**src/pmu_pkg.sv**
```systemverilog
// ----------------------------------------------------------------------------
// pmu_pkg: shared types and constants of the performance monitor
// Counter count, register addresses, event numbers and the front-to-back item.
// ----------------------------------------------------------------------------
`default_nettype none

package pmu_pkg;

  localparam int NUM_COUNTERS = 6;
  localparam int CIDX_W = (NUM_COUNTERS > 1) ? $clog2(NUM_COUNTERS) : 1;

  localparam logic [4:0] CYC_ID = 5'h1F;
  localparam logic [7:0] EV_SWINC = 8'h00;
  localparam logic [7:0] EV_INSN = 8'h08;
  localparam logic [7:0] EV_CYCLES = 8'h11;
  localparam logic [31:0] CEID0_VALUE = 32'h0002_0101;
  localparam logic [7:0] IMPL_RESET = 8'd65;

  localparam logic [31:0] IMPL_MASK =
      32'h8000_0000 | ((32'd1 << NUM_COUNTERS) - 32'd1);

  typedef enum logic [1:0] {
    FN_WRITE = 2'd0,
    FN_READ  = 2'd1,
    FN_TICK  = 2'd2,
    FN_NOP   = 2'd3
  } func_t;

  typedef enum logic [3:0] {
    RA_CTRL   = 4'd0,
    RA_ENSET  = 4'd1,
    RA_ENCLR  = 4'd2,
    RA_OVSR   = 4'd3,
    RA_SWINC  = 4'd4,
    RA_SEL    = 4'd5,
    RA_CCNT   = 4'd6,
    RA_EVTYPE = 4'd7,
    RA_EVCNT  = 4'd8,
    RA_USEREN = 4'd9,
    RA_INTSET = 4'd10,
    RA_INTCLR = 4'd11,
    RA_CEID0  = 4'd12
  } reg_addr_t;

  // item handed from the front to the back through the queue
  typedef struct packed {
    logic [1:0]  func;
    logic [3:0]  reg_addr;
    logic [31:0] wdata;
    logic [15:0] instr_count;
    logic [15:0] cycle_count;
    logic        user_mode;
    logic        sel_ok;
  } pmu_op_t;

  localparam int QDEPTH = 2;

endpackage

`default_nettype wire

```
**src/pmu_if.sv**
```systemverilog
// ----------------------------------------------------------------------------
// pmu_in_if / pmu_out_if: valid-ready channels of the performance monitor
// Source drives valid and payload, sink drives ready.
// ----------------------------------------------------------------------------
`default_nettype none

interface pmu_in_if;
  logic        valid;
  logic        ready;
  logic [1:0]  func;
  logic [3:0]  reg_addr;
  logic [31:0] wdata;
  logic [15:0] instr_count;
  logic [15:0] cycle_count;
  logic        user_mode;

  modport source (output valid, func, reg_addr, wdata, instr_count, cycle_count,
                  user_mode, input ready);
  modport sink (input valid, func, reg_addr, wdata, instr_count, cycle_count,
                user_mode, output ready);
endinterface

interface pmu_out_if;
  logic        valid;
  logic        ready;
  logic [31:0] rdata;
  logic [31:0] overflow_mask;
  logic        irq;
  logic        bad_access;

  modport source (output valid, rdata, overflow_mask, irq, bad_access, input ready);
  modport sink (input valid, rdata, overflow_mask, irq, bad_access, output ready);
endinterface

`default_nettype wire

```
**src/perf_monitor_unit.sv**
```systemverilog
// Path: an input transfer goes through the queue stage, then the result register.
// Throughput: one item per cycle unless the output stalls; all counters update in parallel
//   with fixed adders in the back end, and a two-entry queue separates front and back stalls.
// Reset: synchronous active-low rst_n clears all counters and control state and
//   loads the implementer code with 65; the block is ready the cycle after reset.
// ----------------------------------------------------------------------------
// perf_monitor_unit: performance monitor top level
// Connects the input queue front end to the counter bank back end.
// ----------------------------------------------------------------------------
`default_nettype none

module perf_monitor_unit import pmu_pkg::*; (
  input  wire logic       clk,
  input  wire logic       rst_n,
  input  wire logic       cfg_we,
  input  wire logic [7:0] cfg_wdata,
  pmu_in_if.sink          in_ch,
  pmu_out_if.source       out_ch
);

  pmu_op_t op;
  logic    op_valid, op_ready;

  // front end: accept and queue
  pmu_front u_front (
    .clk(clk), .rst_n(rst_n), .in_ch(in_ch),
    .op(op), .op_valid(op_valid), .op_ready(op_ready)
  );

  // back end: execute and return result
  pmu_back u_back (
    .clk(clk), .rst_n(rst_n), .cfg_we(cfg_we), .cfg_wdata(cfg_wdata),
    .op(op), .op_valid(op_valid), .op_ready(op_ready), .out_ch(out_ch)
  );

endmodule

`default_nettype wire

```
**src/pmu_front.sv**
```systemverilog
// ----------------------------------------------------------------------------
// pmu_front: input stage and decode queue
// Accepts items, checks selection writes, and queues them for the back end.
// ----------------------------------------------------------------------------
`default_nettype none

module pmu_front import pmu_pkg::*; (
  input  wire logic    clk,
  input  wire logic    rst_n,
  pmu_in_if.sink       in_ch,
  output pmu_op_t      op,
  output logic         op_valid,
  input  wire logic    op_ready
);

  pmu_op_t               q_r [QDEPTH];
  logic [0:0]            wp_r, rp_r;
  logic [1:0]            cnt_r;
  logic                  push, pop;
  pmu_op_t               dec;

  // classify selection writes early
  always_comb begin
    dec.func        = in_ch.func;
    dec.reg_addr    = in_ch.reg_addr;
    dec.wdata       = in_ch.wdata;
    dec.instr_count = in_ch.instr_count;
    dec.cycle_count = in_ch.cycle_count;
    dec.user_mode   = in_ch.user_mode;
    dec.sel_ok      = (in_ch.wdata < 32'(NUM_COUNTERS)) ||
                      (in_ch.wdata == {27'd0, CYC_ID});
  end

  assign in_ch.ready = (cnt_r != 2'(QDEPTH));
  assign push = in_ch.valid && in_ch.ready;
  assign op_valid = (cnt_r != 2'd0);
  assign pop = op_valid && op_ready;
  assign op = q_r[rp_r];

  // queue storage
  always_ff @(posedge clk) begin
    if (push) q_r[wp_r] <= dec;
  end

  // queue pointers
  always_ff @(posedge clk) begin
    if (!rst_n) begin
      wp_r <= '0;
      rp_r <= '0;
      cnt_r <= '0;
    end else begin
      if (push) wp_r <= wp_r + 1'b1;
      if (pop) rp_r <= rp_r + 1'b1;
      cnt_r <= cnt_r + {1'b0, push} - {1'b0, pop};
    end
  end

`ifndef ASSERT_OFF
  a_no_overfill: assert property (@(posedge clk) disable iff (!rst_n)
    cnt_r <= 2'(QDEPTH)) else $error("queue overfilled");
  a_cnt_track: assert property (@(posedge clk) disable iff (!rst_n)
    (push && !pop) |=> cnt_r == $past(cnt_r) + 2'd1) else $error("count slip");
  a_empty_idle: assert property (@(posedge clk) disable iff (!rst_n)
    cnt_r == 2'd0 |-> !op_valid) else $error("valid while empty");
`endif

endmodule

`default_nettype wire

```
**src/pmu_back.sv**
```systemverilog
// ----------------------------------------------------------------------------
// pmu_back: counter bank and register file
// Executes one queued item per cycle unless the output stalls, and registers its result.
// ----------------------------------------------------------------------------
`default_nettype none

module pmu_back import pmu_pkg::*; (
  input  wire logic        clk,
  input  wire logic        rst_n,
  input  wire logic        cfg_we,
  input  wire logic [7:0]  cfg_wdata,
  input  wire pmu_op_t     op,
  input  wire logic        op_valid,
  output logic             op_ready,
  pmu_out_if.source        out_ch
);

  logic [31:0] cnt_r [NUM_COUNTERS];
  logic [31:0] cnt_nxt [NUM_COUNTERS];
  logic [9:0]  evt_r [NUM_COUNTERS];
  logic [9:0]  evt_nxt [NUM_COUNTERS];
  logic [31:0] ccnt_r, ccnt_nxt;
  logic [31:0] en_r, en_nxt, inten_r, inten_nxt, ovs_r, ovs_nxt;
  logic [3:0]  ctrl_r, ctrl_nxt;
  logic [4:0]  sel_r, sel_nxt;
  logic [31:0] evrb_r, evrb_nxt;
  logic        usr_r, usr_nxt;
  logic [5:0]  rem_r, rem_nxt;
  logic [7:0]  impl_r;

  logic        ov_valid_r;
  logic [31:0] rd_r, rd_nxt, ovm_r, ovm_nxt;
  logic        bad_r, bad_nxt;

  logic        go;
  logic [16:0] total;
  logic [16:0] cyc;
  logic        sel_evt;
  logic [CIDX_W-1:0] sidx, widx;
  logic [32:0] sum;

  assign op_ready = !ov_valid_r || out_ch.ready;
  assign go = op_valid && op_ready;
  assign sel_evt = (sel_r < 5'(NUM_COUNTERS));
  assign sidx = sel_r[CIDX_W-1:0];
  assign widx = op.wdata[CIDX_W-1:0];
  assign total = {1'b0, op.cycle_count} + {11'd0, rem_r};
  assign cyc = ctrl_r[1] ? {6'd0, total[16:6]} : total;

  // execute the item
  always_comb begin
    for (int i = 0; i < NUM_COUNTERS; i++) begin
      cnt_nxt[i] = cnt_r[i];
      evt_nxt[i] = evt_r[i];
    end
    ccnt_nxt = ccnt_r; en_nxt = en_r; inten_nxt = inten_r; ovs_nxt = ovs_r;
    ctrl_nxt = ctrl_r; sel_nxt = sel_r; evrb_nxt = evrb_r; usr_nxt = usr_r;
    rem_nxt = rem_r; rd_nxt = '0; ovm_nxt = '0; bad_nxt = 1'b0; sum = '0;
    case (func_t'(op.func))
      FN_WRITE: begin
        case (reg_addr_t'(op.reg_addr))
          RA_CTRL: begin
            if (op.wdata[2]) ccnt_nxt = '0;
            if (op.wdata[1]) for (int i = 0; i < NUM_COUNTERS; i++) cnt_nxt[i] = '0;
            ctrl_nxt = {op.wdata[5], op.wdata[4], op.wdata[3], op.wdata[0]};
          end
          RA_ENSET:  en_nxt = en_r | (op.wdata & IMPL_MASK);
          RA_ENCLR:  en_nxt = en_r & ~op.wdata;
          RA_OVSR:   ovs_nxt = ovs_r & ~op.wdata;
          RA_SWINC: begin
            for (int i = 0; i < NUM_COUNTERS; i++) begin
              if (op.wdata[i] && evt_r[i][7:0] == EV_SWINC && ctrl_r[0] && en_r[i] &&
                  !(op.user_mode && evt_r[i][8]) && !(!op.user_mode && evt_r[i][9])) begin
                cnt_nxt[i] = cnt_r[i] + 32'd1;
                if (cnt_r[i] == 32'hFFFF_FFFF) begin
                  ovm_nxt[i] = 1'b1;
                  if (inten_r[i]) ovs_nxt[i] = 1'b1;
                end
              end
            end
          end
          RA_SEL: begin
            if (!op.sel_ok) bad_nxt = 1'b1;
            else begin
              sel_nxt = op.wdata[4:0];
              if (op.wdata[4:0] == CYC_ID) evrb_nxt = {24'd0, EV_CYCLES};
              else evrb_nxt = {24'd0, evt_r[widx][7:0]};
            end
          end
          RA_CCNT: ccnt_nxt = op.wdata;
          RA_EVTYPE: begin
            evrb_nxt = op.wdata & 32'hC000_00FF;
            if (!sel_evt) bad_nxt = 1'b1;
            else evt_nxt[sidx] = {op.wdata[31], op.wdata[30], op.wdata[7:0]};
          end
          RA_EVCNT: begin
            if (sel_evt) cnt_nxt[sidx] = op.wdata;
            else ccnt_nxt = op.wdata;
          end
          RA_USEREN: usr_nxt = op.wdata[0];
          RA_INTSET: inten_nxt = inten_r | (op.wdata & IMPL_MASK);
          RA_INTCLR: inten_nxt = inten_r & ~op.wdata;
          default: ;
        endcase
      end
      FN_READ: begin
        case (reg_addr_t'(op.reg_addr))
          RA_CTRL: rd_nxt = {impl_r, 24'd0} | (32'(NUM_COUNTERS) << 11) |
                            {26'd0, ctrl_r[3:1], 2'd0, ctrl_r[0]};
          RA_ENSET, RA_ENCLR:   rd_nxt = en_r;
          RA_OVSR:              rd_nxt = ovs_r;
          RA_SEL:               rd_nxt = {27'd0, sel_r};
          RA_CCNT:              rd_nxt = ccnt_r;
          RA_EVTYPE:            rd_nxt = evrb_r;
          RA_EVCNT:             rd_nxt = sel_evt ? cnt_r[sidx] : ccnt_r;
          RA_USEREN:            rd_nxt = {31'd0, usr_r};
          RA_INTSET, RA_INTCLR: rd_nxt = inten_r;
          RA_CEID0:             rd_nxt = CEID0_VALUE;
          default: ;
        endcase
      end
      FN_TICK: begin
        if (ctrl_r[0]) begin
          // parallel event counter adders
          for (int i = 0; i < NUM_COUNTERS; i++) begin
            if (en_r[i] && !(op.user_mode && evt_r[i][8]) &&
                !(!op.user_mode && evt_r[i][9]) &&
                (evt_r[i][7:0] == EV_INSN || evt_r[i][7:0] == EV_CYCLES)) begin
              sum = {1'b0, cnt_r[i]} + ((evt_r[i][7:0] == EV_INSN) ?
                    {17'd0, op.instr_count} : {16'd0, cyc});
              cnt_nxt[i] = sum[31:0];
              if (sum[32]) begin
                ovm_nxt[i] = 1'b1;
                if (inten_r[i]) ovs_nxt[i] = 1'b1;
              end
            end
          end
          // cycle counter, no privilege filter
          if (en_r[CYC_ID]) begin
            sum = {1'b0, ccnt_r} + {16'd0, cyc};
            ccnt_nxt = sum[31:0];
            if (sum[32]) begin
              ovm_nxt[CYC_ID] = 1'b1;
              if (inten_r[CYC_ID]) ovs_nxt[CYC_ID] = 1'b1;
            end
          end
          rem_nxt = ctrl_r[1] ? total[5:0] : 6'd0;
        end
      end
      default: ;
    endcase
  end

  // architectural state
  always_ff @(posedge clk) begin
    if (!rst_n) begin
      for (int i = 0; i < NUM_COUNTERS; i++) begin
        cnt_r[i] <= '0;
        evt_r[i] <= '0;
      end
      ccnt_r <= '0; en_r <= '0; inten_r <= '0; ovs_r <= '0; ctrl_r <= '0;
      sel_r <= '0; evrb_r <= '0; usr_r <= 1'b0; rem_r <= '0;
    end else if (go) begin
      for (int i = 0; i < NUM_COUNTERS; i++) begin
        cnt_r[i] <= cnt_nxt[i];
        evt_r[i] <= evt_nxt[i];
      end
      ccnt_r <= ccnt_nxt; en_r <= en_nxt; inten_r <= inten_nxt; ovs_r <= ovs_nxt;
      ctrl_r <= ctrl_nxt; sel_r <= sel_nxt; evrb_r <= evrb_nxt; usr_r <= usr_nxt;
      rem_r <= rem_nxt;
    end
  end

  // implementer register
  always_ff @(posedge clk) begin
    if (!rst_n) impl_r <= IMPL_RESET;
    else if (cfg_we) impl_r <= cfg_wdata;
  end

  // result register
  always_ff @(posedge clk) begin
    if (!rst_n) ov_valid_r <= 1'b0;
    else if (op_ready) ov_valid_r <= op_valid;
  end

  always_ff @(posedge clk) begin
    if (go) begin
      rd_r <= rd_nxt;
      ovm_r <= ovm_nxt;
      bad_r <= bad_nxt;
    end
  end

  assign out_ch.valid = ov_valid_r;
  assign out_ch.rdata = rd_r;
  assign out_ch.overflow_mask = ovm_r;
  assign out_ch.irq = (ovs_r != 32'd0);
  assign out_ch.bad_access = bad_r;

`ifndef ASSERT_OFF
  a_ovs_impl: assert property (@(posedge clk) disable iff (!rst_n)
    (ovs_r & ~IMPL_MASK) == 32'd0) else $error("overflow on missing counter");
  a_en_impl: assert property (@(posedge clk) disable iff (!rst_n)
    (en_r & ~IMPL_MASK) == 32'd0) else $error("enable on missing counter");
  a_hold: assert property (@(posedge clk) disable iff (!rst_n)
    (out_ch.valid && !out_ch.ready) |=> $stable(rd_r) && $stable(ovm_r))
    else $error("result changed while stalled");
  a_sel_ok: assert property (@(posedge clk) disable iff (!rst_n)
    (sel_r < 5'(NUM_COUNTERS)) || (sel_r == CYC_ID)) else $error("bad selection");
`endif

endmodule

`default_nettype wire
```
**src/flat_wrapper.sv**
```systemverilog
// flat-port wrapper written by rule: the top's interface ports become plain ports
module perf_monitor_unit_flat import pmu_pkg::*;
  (clk, rst_n, cfg_we, cfg_wdata, in_ch_valid, in_ch_func, in_ch_reg_addr, in_ch_wdata, in_ch_instr_count, in_ch_cycle_count, in_ch_user_mode, in_ch_ready, out_ch_valid, out_ch_rdata, out_ch_overflow_mask, out_ch_irq, out_ch_bad_access, out_ch_ready);
  pmu_in_if in_ch_i ();
  pmu_out_if out_ch_i ();
  input  wire logic clk;
  input  wire logic rst_n;
  input  wire logic cfg_we;
  input  wire logic [7:0] cfg_wdata;
  input wire logic [$bits(in_ch_i.valid)-1:0] in_ch_valid;
  input wire logic [$bits(in_ch_i.func)-1:0] in_ch_func;
  input wire logic [$bits(in_ch_i.reg_addr)-1:0] in_ch_reg_addr;
  input wire logic [$bits(in_ch_i.wdata)-1:0] in_ch_wdata;
  input wire logic [$bits(in_ch_i.instr_count)-1:0] in_ch_instr_count;
  input wire logic [$bits(in_ch_i.cycle_count)-1:0] in_ch_cycle_count;
  input wire logic [$bits(in_ch_i.user_mode)-1:0] in_ch_user_mode;
  output wire logic [$bits(in_ch_i.ready)-1:0] in_ch_ready;
  output wire logic [$bits(out_ch_i.valid)-1:0] out_ch_valid;
  output wire logic [$bits(out_ch_i.rdata)-1:0] out_ch_rdata;
  output wire logic [$bits(out_ch_i.overflow_mask)-1:0] out_ch_overflow_mask;
  output wire logic [$bits(out_ch_i.irq)-1:0] out_ch_irq;
  output wire logic [$bits(out_ch_i.bad_access)-1:0] out_ch_bad_access;
  input wire logic [$bits(out_ch_i.ready)-1:0] out_ch_ready;
  assign in_ch_i.valid = in_ch_valid;
  assign in_ch_i.func = in_ch_func;
  assign in_ch_i.reg_addr = in_ch_reg_addr;
  assign in_ch_i.wdata = in_ch_wdata;
  assign in_ch_i.instr_count = in_ch_instr_count;
  assign in_ch_i.cycle_count = in_ch_cycle_count;
  assign in_ch_i.user_mode = in_ch_user_mode;
  assign in_ch_ready = in_ch_i.ready;
  assign out_ch_valid = out_ch_i.valid;
  assign out_ch_rdata = out_ch_i.rdata;
  assign out_ch_overflow_mask = out_ch_i.overflow_mask;
  assign out_ch_irq = out_ch_i.irq;
  assign out_ch_bad_access = out_ch_i.bad_access;
  assign out_ch_i.ready = out_ch_ready;
  perf_monitor_unit u_core (.clk(clk), .rst_n(rst_n), .cfg_we(cfg_we), .cfg_wdata(cfg_wdata), .in_ch(in_ch_i), .out_ch(out_ch_i));
endmodule
```
**config.mk**
```make
export PLATFORM = sky130hd
export DESIGN_NAME = perf_monitor_unit_flat
export DESIGN_NICKNAME = d
export VERILOG_FILES = /design/src/pmu_pkg.sv /design/src/pmu_if.sv /design/src/perf_monitor_unit.sv /design/src/pmu_front.sv /design/src/pmu_back.sv /design/src/flat_wrapper.sv
export SDC_FILE = /design/constraint.sdc
export NUM_CORES = 2
export LEC_CHECK = 0
export BUFFER_PORTS_ARGS = -buffer_cell sky130_fd_sc_hd__buf_2
export CORE_ASPECT_RATIO = 0.75
export CORE_UTILIZATION = 52
export CTS_CLUSTER_DIAMETER = 200
export DETAILED_ROUTE_END_ITERATION = 16
export GPL_ROUTABILITY_DRIVEN = 0
export PLACE_DENSITY = 0.69
export SYNTH_ARGS = -nofsm -noshare
export SYNTH_HDL_FRONTEND = slang
export SYNTH_SLANG_ARGS = --single-unit
```
**constraint.sdc**
```tcl
create_clock -name clk -period 15 [get_ports clk]
set_clock_uncertainty 0.05 [all_clocks]
set_input_delay 3 -clock clk [delete_from_list [all_inputs] [get_ports clk]]
set_output_delay 3 -clock clk [all_outputs]
set_load 0.05 [all_outputs]
```
==> reports/metrics.yaml <==
global_route:
  grt_usage: 0.3899
  antenna_found_initial: 9
  overflow: 0
  grt_max_degree: 166
  grt_pass1_vias: 37670
  grt_pass1_wl_um: 248000
sta:
  final-setup-viol-count: 0
  period_share: 0.4865
  period_needed_ps: 7298
  maxSlewHeadroom: 0.06516
  fmax_ghz: 0.1370
  timing.final.hold_violations: 0
  finalMaxSlewViolations: 0
  rsz0062_at_grt: "false"
  tightest_slew_ps: 1402
  fin_tns_setup_ps: 0
layout:
  n_fill_cell: 7191
  fin_nets: 5140
  drive_gt1_frac: 0.1002
  syn_to_final_growth_pct: 9.020
power:
  leakagePower_nw: 16.53
  switching_share: 0.4506
  power_density_nw_per_um2: 161.0
  intPower_mw: 4.147
  p_comb_frac: 0.452
  seq_power_share: 0.314
  total_power_mw: 7.549
  switching_power_mw: 3.402
  p_clk_frac: 0.233
  worst_ir_drop_vdd_mv: 0.1483
clock_tree:
  cts_tree: "done"
  post_cts_buffers: 0
  cts_root_buf: "clkbuf_16"
  cts_sinks: 607
  cts.path.max_buffers: 3
  clkLatencyLatePin_ps: 700
  cts_resized: 0
  path_clk_slew_ps: 70
  cts_made_buffers: 61
  htreeDepth: 2
  cts_hold_buf: 0
drt:
  firstDrtPassIters: 9
  detail-route-antenna-nets: 0
  avgRoutedWirePerCell_um: 27.73
  finalWirelength_um: 168600
  drtIter0Drc: 7806
  viasPerCell: 7.020
  post-route-drc-count: 0
  vias: 42680
floorplanning:
  die_area_um2: 83890
  core_area_um2: 81190
  core.rowCount: 90
  io_pins: 152
  fp.dieH_um: 251.1
  die_width_um: 334.1
  initial_core_util: 0.5298
setup_path:
  cp-start-kind: "flip-flop"
  worst-path-buf-inv: 2
  cp_common_cell: "a21oi_1"
  worstPathArrival_ps: 7640
  crit_required_ps: 15350
  cp_slowest_cell: "a21oi_1"
  worst-setup-path-type: "reg2reg"
  cp_max_fo: 36
  cp_top_family: "compound AO/OA/AOI/OAI gates"
  cp_slowest_stage_delay_ps: 640
  cp-end-kind: "flip-flop"
  path_cells: "buf_4 -> mux2_2 -> ha_1 -> nor2b_1 -> o21ai_0 -> a21boi_0 -> o311ai_0 -> xnor2_1 -> mux2i_1 -> mux2i_1 -> buf_4 -> nor2_1 -> a21oi_1 -> ha_1 -> nor2b_1 -> o31ai_1 -> a21oi_1 -> a211o_1 -> a21oi_1 -> nor2_1 -> nand2_1 -> xor2_1 -> a221oi_1"
synth:
  synthCells: 4962
  synth-async-reset-ratio: 0
  ys_ff_latch: 607
  yosysSeqAreaShare: 0.3839
  syn_area_um2: 43020
  ys.flop_type: "edfxtp_1"
  yosys_warnings: 0
  synth-edff-count: 436
  synth.avg_cell_area_um2: 8.669
  synth.distinct_cells: 105
placement:
  io_buffer_count: 126
  hpwl_um: 117600
worst_hold_path:
  hold_class: "reg2reg"
flow_run:
  cap_violations: 0
outcome:
  status: "complete, no violations"
power by group through the flow:
stage                     Sequential, mW  Combinational, mW  Clock (mW)
after floorplan                     2.39               2.17           0
final                               2.37               3.41        1.76
after CTS                           2.35               3.27        1.76
after global placement              2.38               3.21           0
after global routing                2.39               3.59        1.82
after detailed placement            2.39               3.25           0
cell usage after synthesis, types with 34 or more instances:
cell | instances | area [um^2]
a211oi_1 | 179 | 1344
a21o_1 | 49 | 367.9
a21oi_1 | 452 | 2262
a221oi_1 | 64 | 560.5
a22oi_1 | 39 | 292.8
a31oi_1 | 86 | 538.0
and2_1 | 41 | 256.5
and3_1 | 70 | 437.9
buf_2 | 65 | 325.3
clkbuf_1 | 241 | 904.6
dfxtp_1 | 171 | 3423
edfxtp_1 | 436 | 13090
ha_1 | 133 | 1664
inv_1 | 64 | 240.2
mux2_2 | 34 | 382.9
mux2i_1 | 172 | 1722
nand2_1 | 581 | 2181
nand3_1 | 133 | 665.6
nand4_1 | 66 | 412.9
nor2_1 | 487 | 1828
nor2b_1 | 36 | 225.2
nor3_1 | 82 | 410.4
o21a_1 | 34 | 255.2
o21ai_0 | 460 | 2302
o22ai_1 | 53 | 331.6
xnor2_1 | 113 | 989.7
xor2_1 | 94 | 823.3
worst reg2reg max path, stage by stage, from the launching register on:
cell	delay, ps
dfxtp_4	620
buf_4	560
mux2_2	420
ha_1	330
nor2b_1	140
o21ai_0	220
a21boi_0	260
o311ai_0	420
xnor2_1	170
mux2i_1	130
mux2i_1	520
buf_4	270
nor2_1	50
a21oi_1	130
ha_1	290
nor2b_1	170
o31ai_1	330
a21oi_1	240
a211o_1	390
a21oi_1	640
nor2_1	270
nand2_1	160
xor2_1	170
a221oi_1	100
sequential cells by signal, indices dropped and copies added (netlist names), 4 cells and up, named ones only:
name and count:
u_core.u_back.evrb_r 10, u_core.u_back.evt_r 60, u_core.u_back.ccnt_r 32, u_core.u_back.en_r 25, u_core.u_front.q_r 144, u_core.u_back.impl_r 8
u_core.u_back.out_ch.rdata 32, u_core.u_back.inten_r 25, u_core.u_back.rem_r 6, u_core.u_back.sel_r 5, u_core.u_back.ctrl_r 4, u_core.u_back.cnt_r 192
u_core.u_back.ovs_r 32, u_core.u_back.out_ch.overflow_mask 7
stage by stage:
stage	setup WS (ps)	utilization	area [um^2]	hold WS, ps	cells
after floorplan	2823	-	43110	361.4	4986
after global placement	8148	0.5491	44580	368.0	5956
after detailed placement	7966	0.5491	44580	371.7	5956
after CTS	7946	0.5774	46880	382.3	6072
after global routing	7396	0.5774	46880	401.6	6073
final	7702	0.5776	46900	385.4	6079
per-layer routing:
| metal | track usage | share of wire | up-vias | wire [um] |
|---|---|---|---|---|
| met4 | 0.1958 | 0.061 | 8 | 10280 |
| met1 | 0.5600 | 0.39 | 19940 | 65970 |
| met3 | 0.1338 | 0.17 | 613 | 28220 |
| met5 | 0.01208 | 0.0011 | - | 181 |
| li1 | - | - | 18580 | - |
| met2 | 0.5114 | 0.38 | 3536 | 63920 |
cells by family after synthesis:
| kind of cell | share of synthesized area |
|---|---|
| DFF | 0.3839 |
| and+or+nand+nor | 0.1757 |
| AOI/OAI and AO/OA | 0.2442 |
| buffers and inverters | 0.04351 |
| muxes | 0.06806 |
| other | 0.00008717 |
| adders and majority gates | 0.04241 |
| xor gates and xnor gates | 0.04215 |
final timing paths:
path / from / to / slack (ps) / cells after the start
min reg2reg: u_core.u_back.inten_r[23] / u_core.u_back.inten_r[23] / 390 / 2
min: u_core.u_back.inten_r[23] / u_core.u_back.inten_r[23] / 390 / 2
max reg2reg: flip-flop / u_core.u_back.cnt_r[5][26] / 7700 / 23
max: flip-flop / u_core.u_back.cnt_r[5][26] / 7700 / 23
cell usage in the layout, fill, tap and decap left out, types with 34 or more instances in the layout:
master and instances:
nand2_1 579, nor2_1 481, o21ai_0 460, a21oi_1 447
edfxtp_1 436, a211oi_1 179, dfxtp_1 168, mux2i_1 165
nand3_1 133, ha_1 133, buf_2 125, xnor2_1 113
buf_4 109, xor2_1 94, a31oi_1 86, nor3_1 80
and3_1 69, clkbuf_16 69, nand4_1 66, inv_1 64
a221oi_1 64, o22ai_1 53, a21o_1 49, and2_1 41
a22oi_1 38, nor2b_1 36, o21a_1 34, mux2_2 34
area by class of cell:
| cell class | instances | area [um^2] | share of cell area |
|---|---|---|---|
| Inverter | 66 | 247.7 | 0.005283 |
| Timing Repair Buffer | 237 | 1504 | 0.03207 |
| Antenna cell | 7 | 17.52 | 0.0003735 |
| Clock buffer | 78 | 1810 | 0.03861 |
| Sequential cell | 607 | 16520 | 0.3524 |
| Clock inverter | 38 | 486.7 | 0.01038 |
| Tap cell | 1104 | 1381 | 0.02945 |
| Multi-Input combinational cell | 3942 | 24930 | 0.5315 |
No activity file was read; power rests on OpenSTA's default activity.
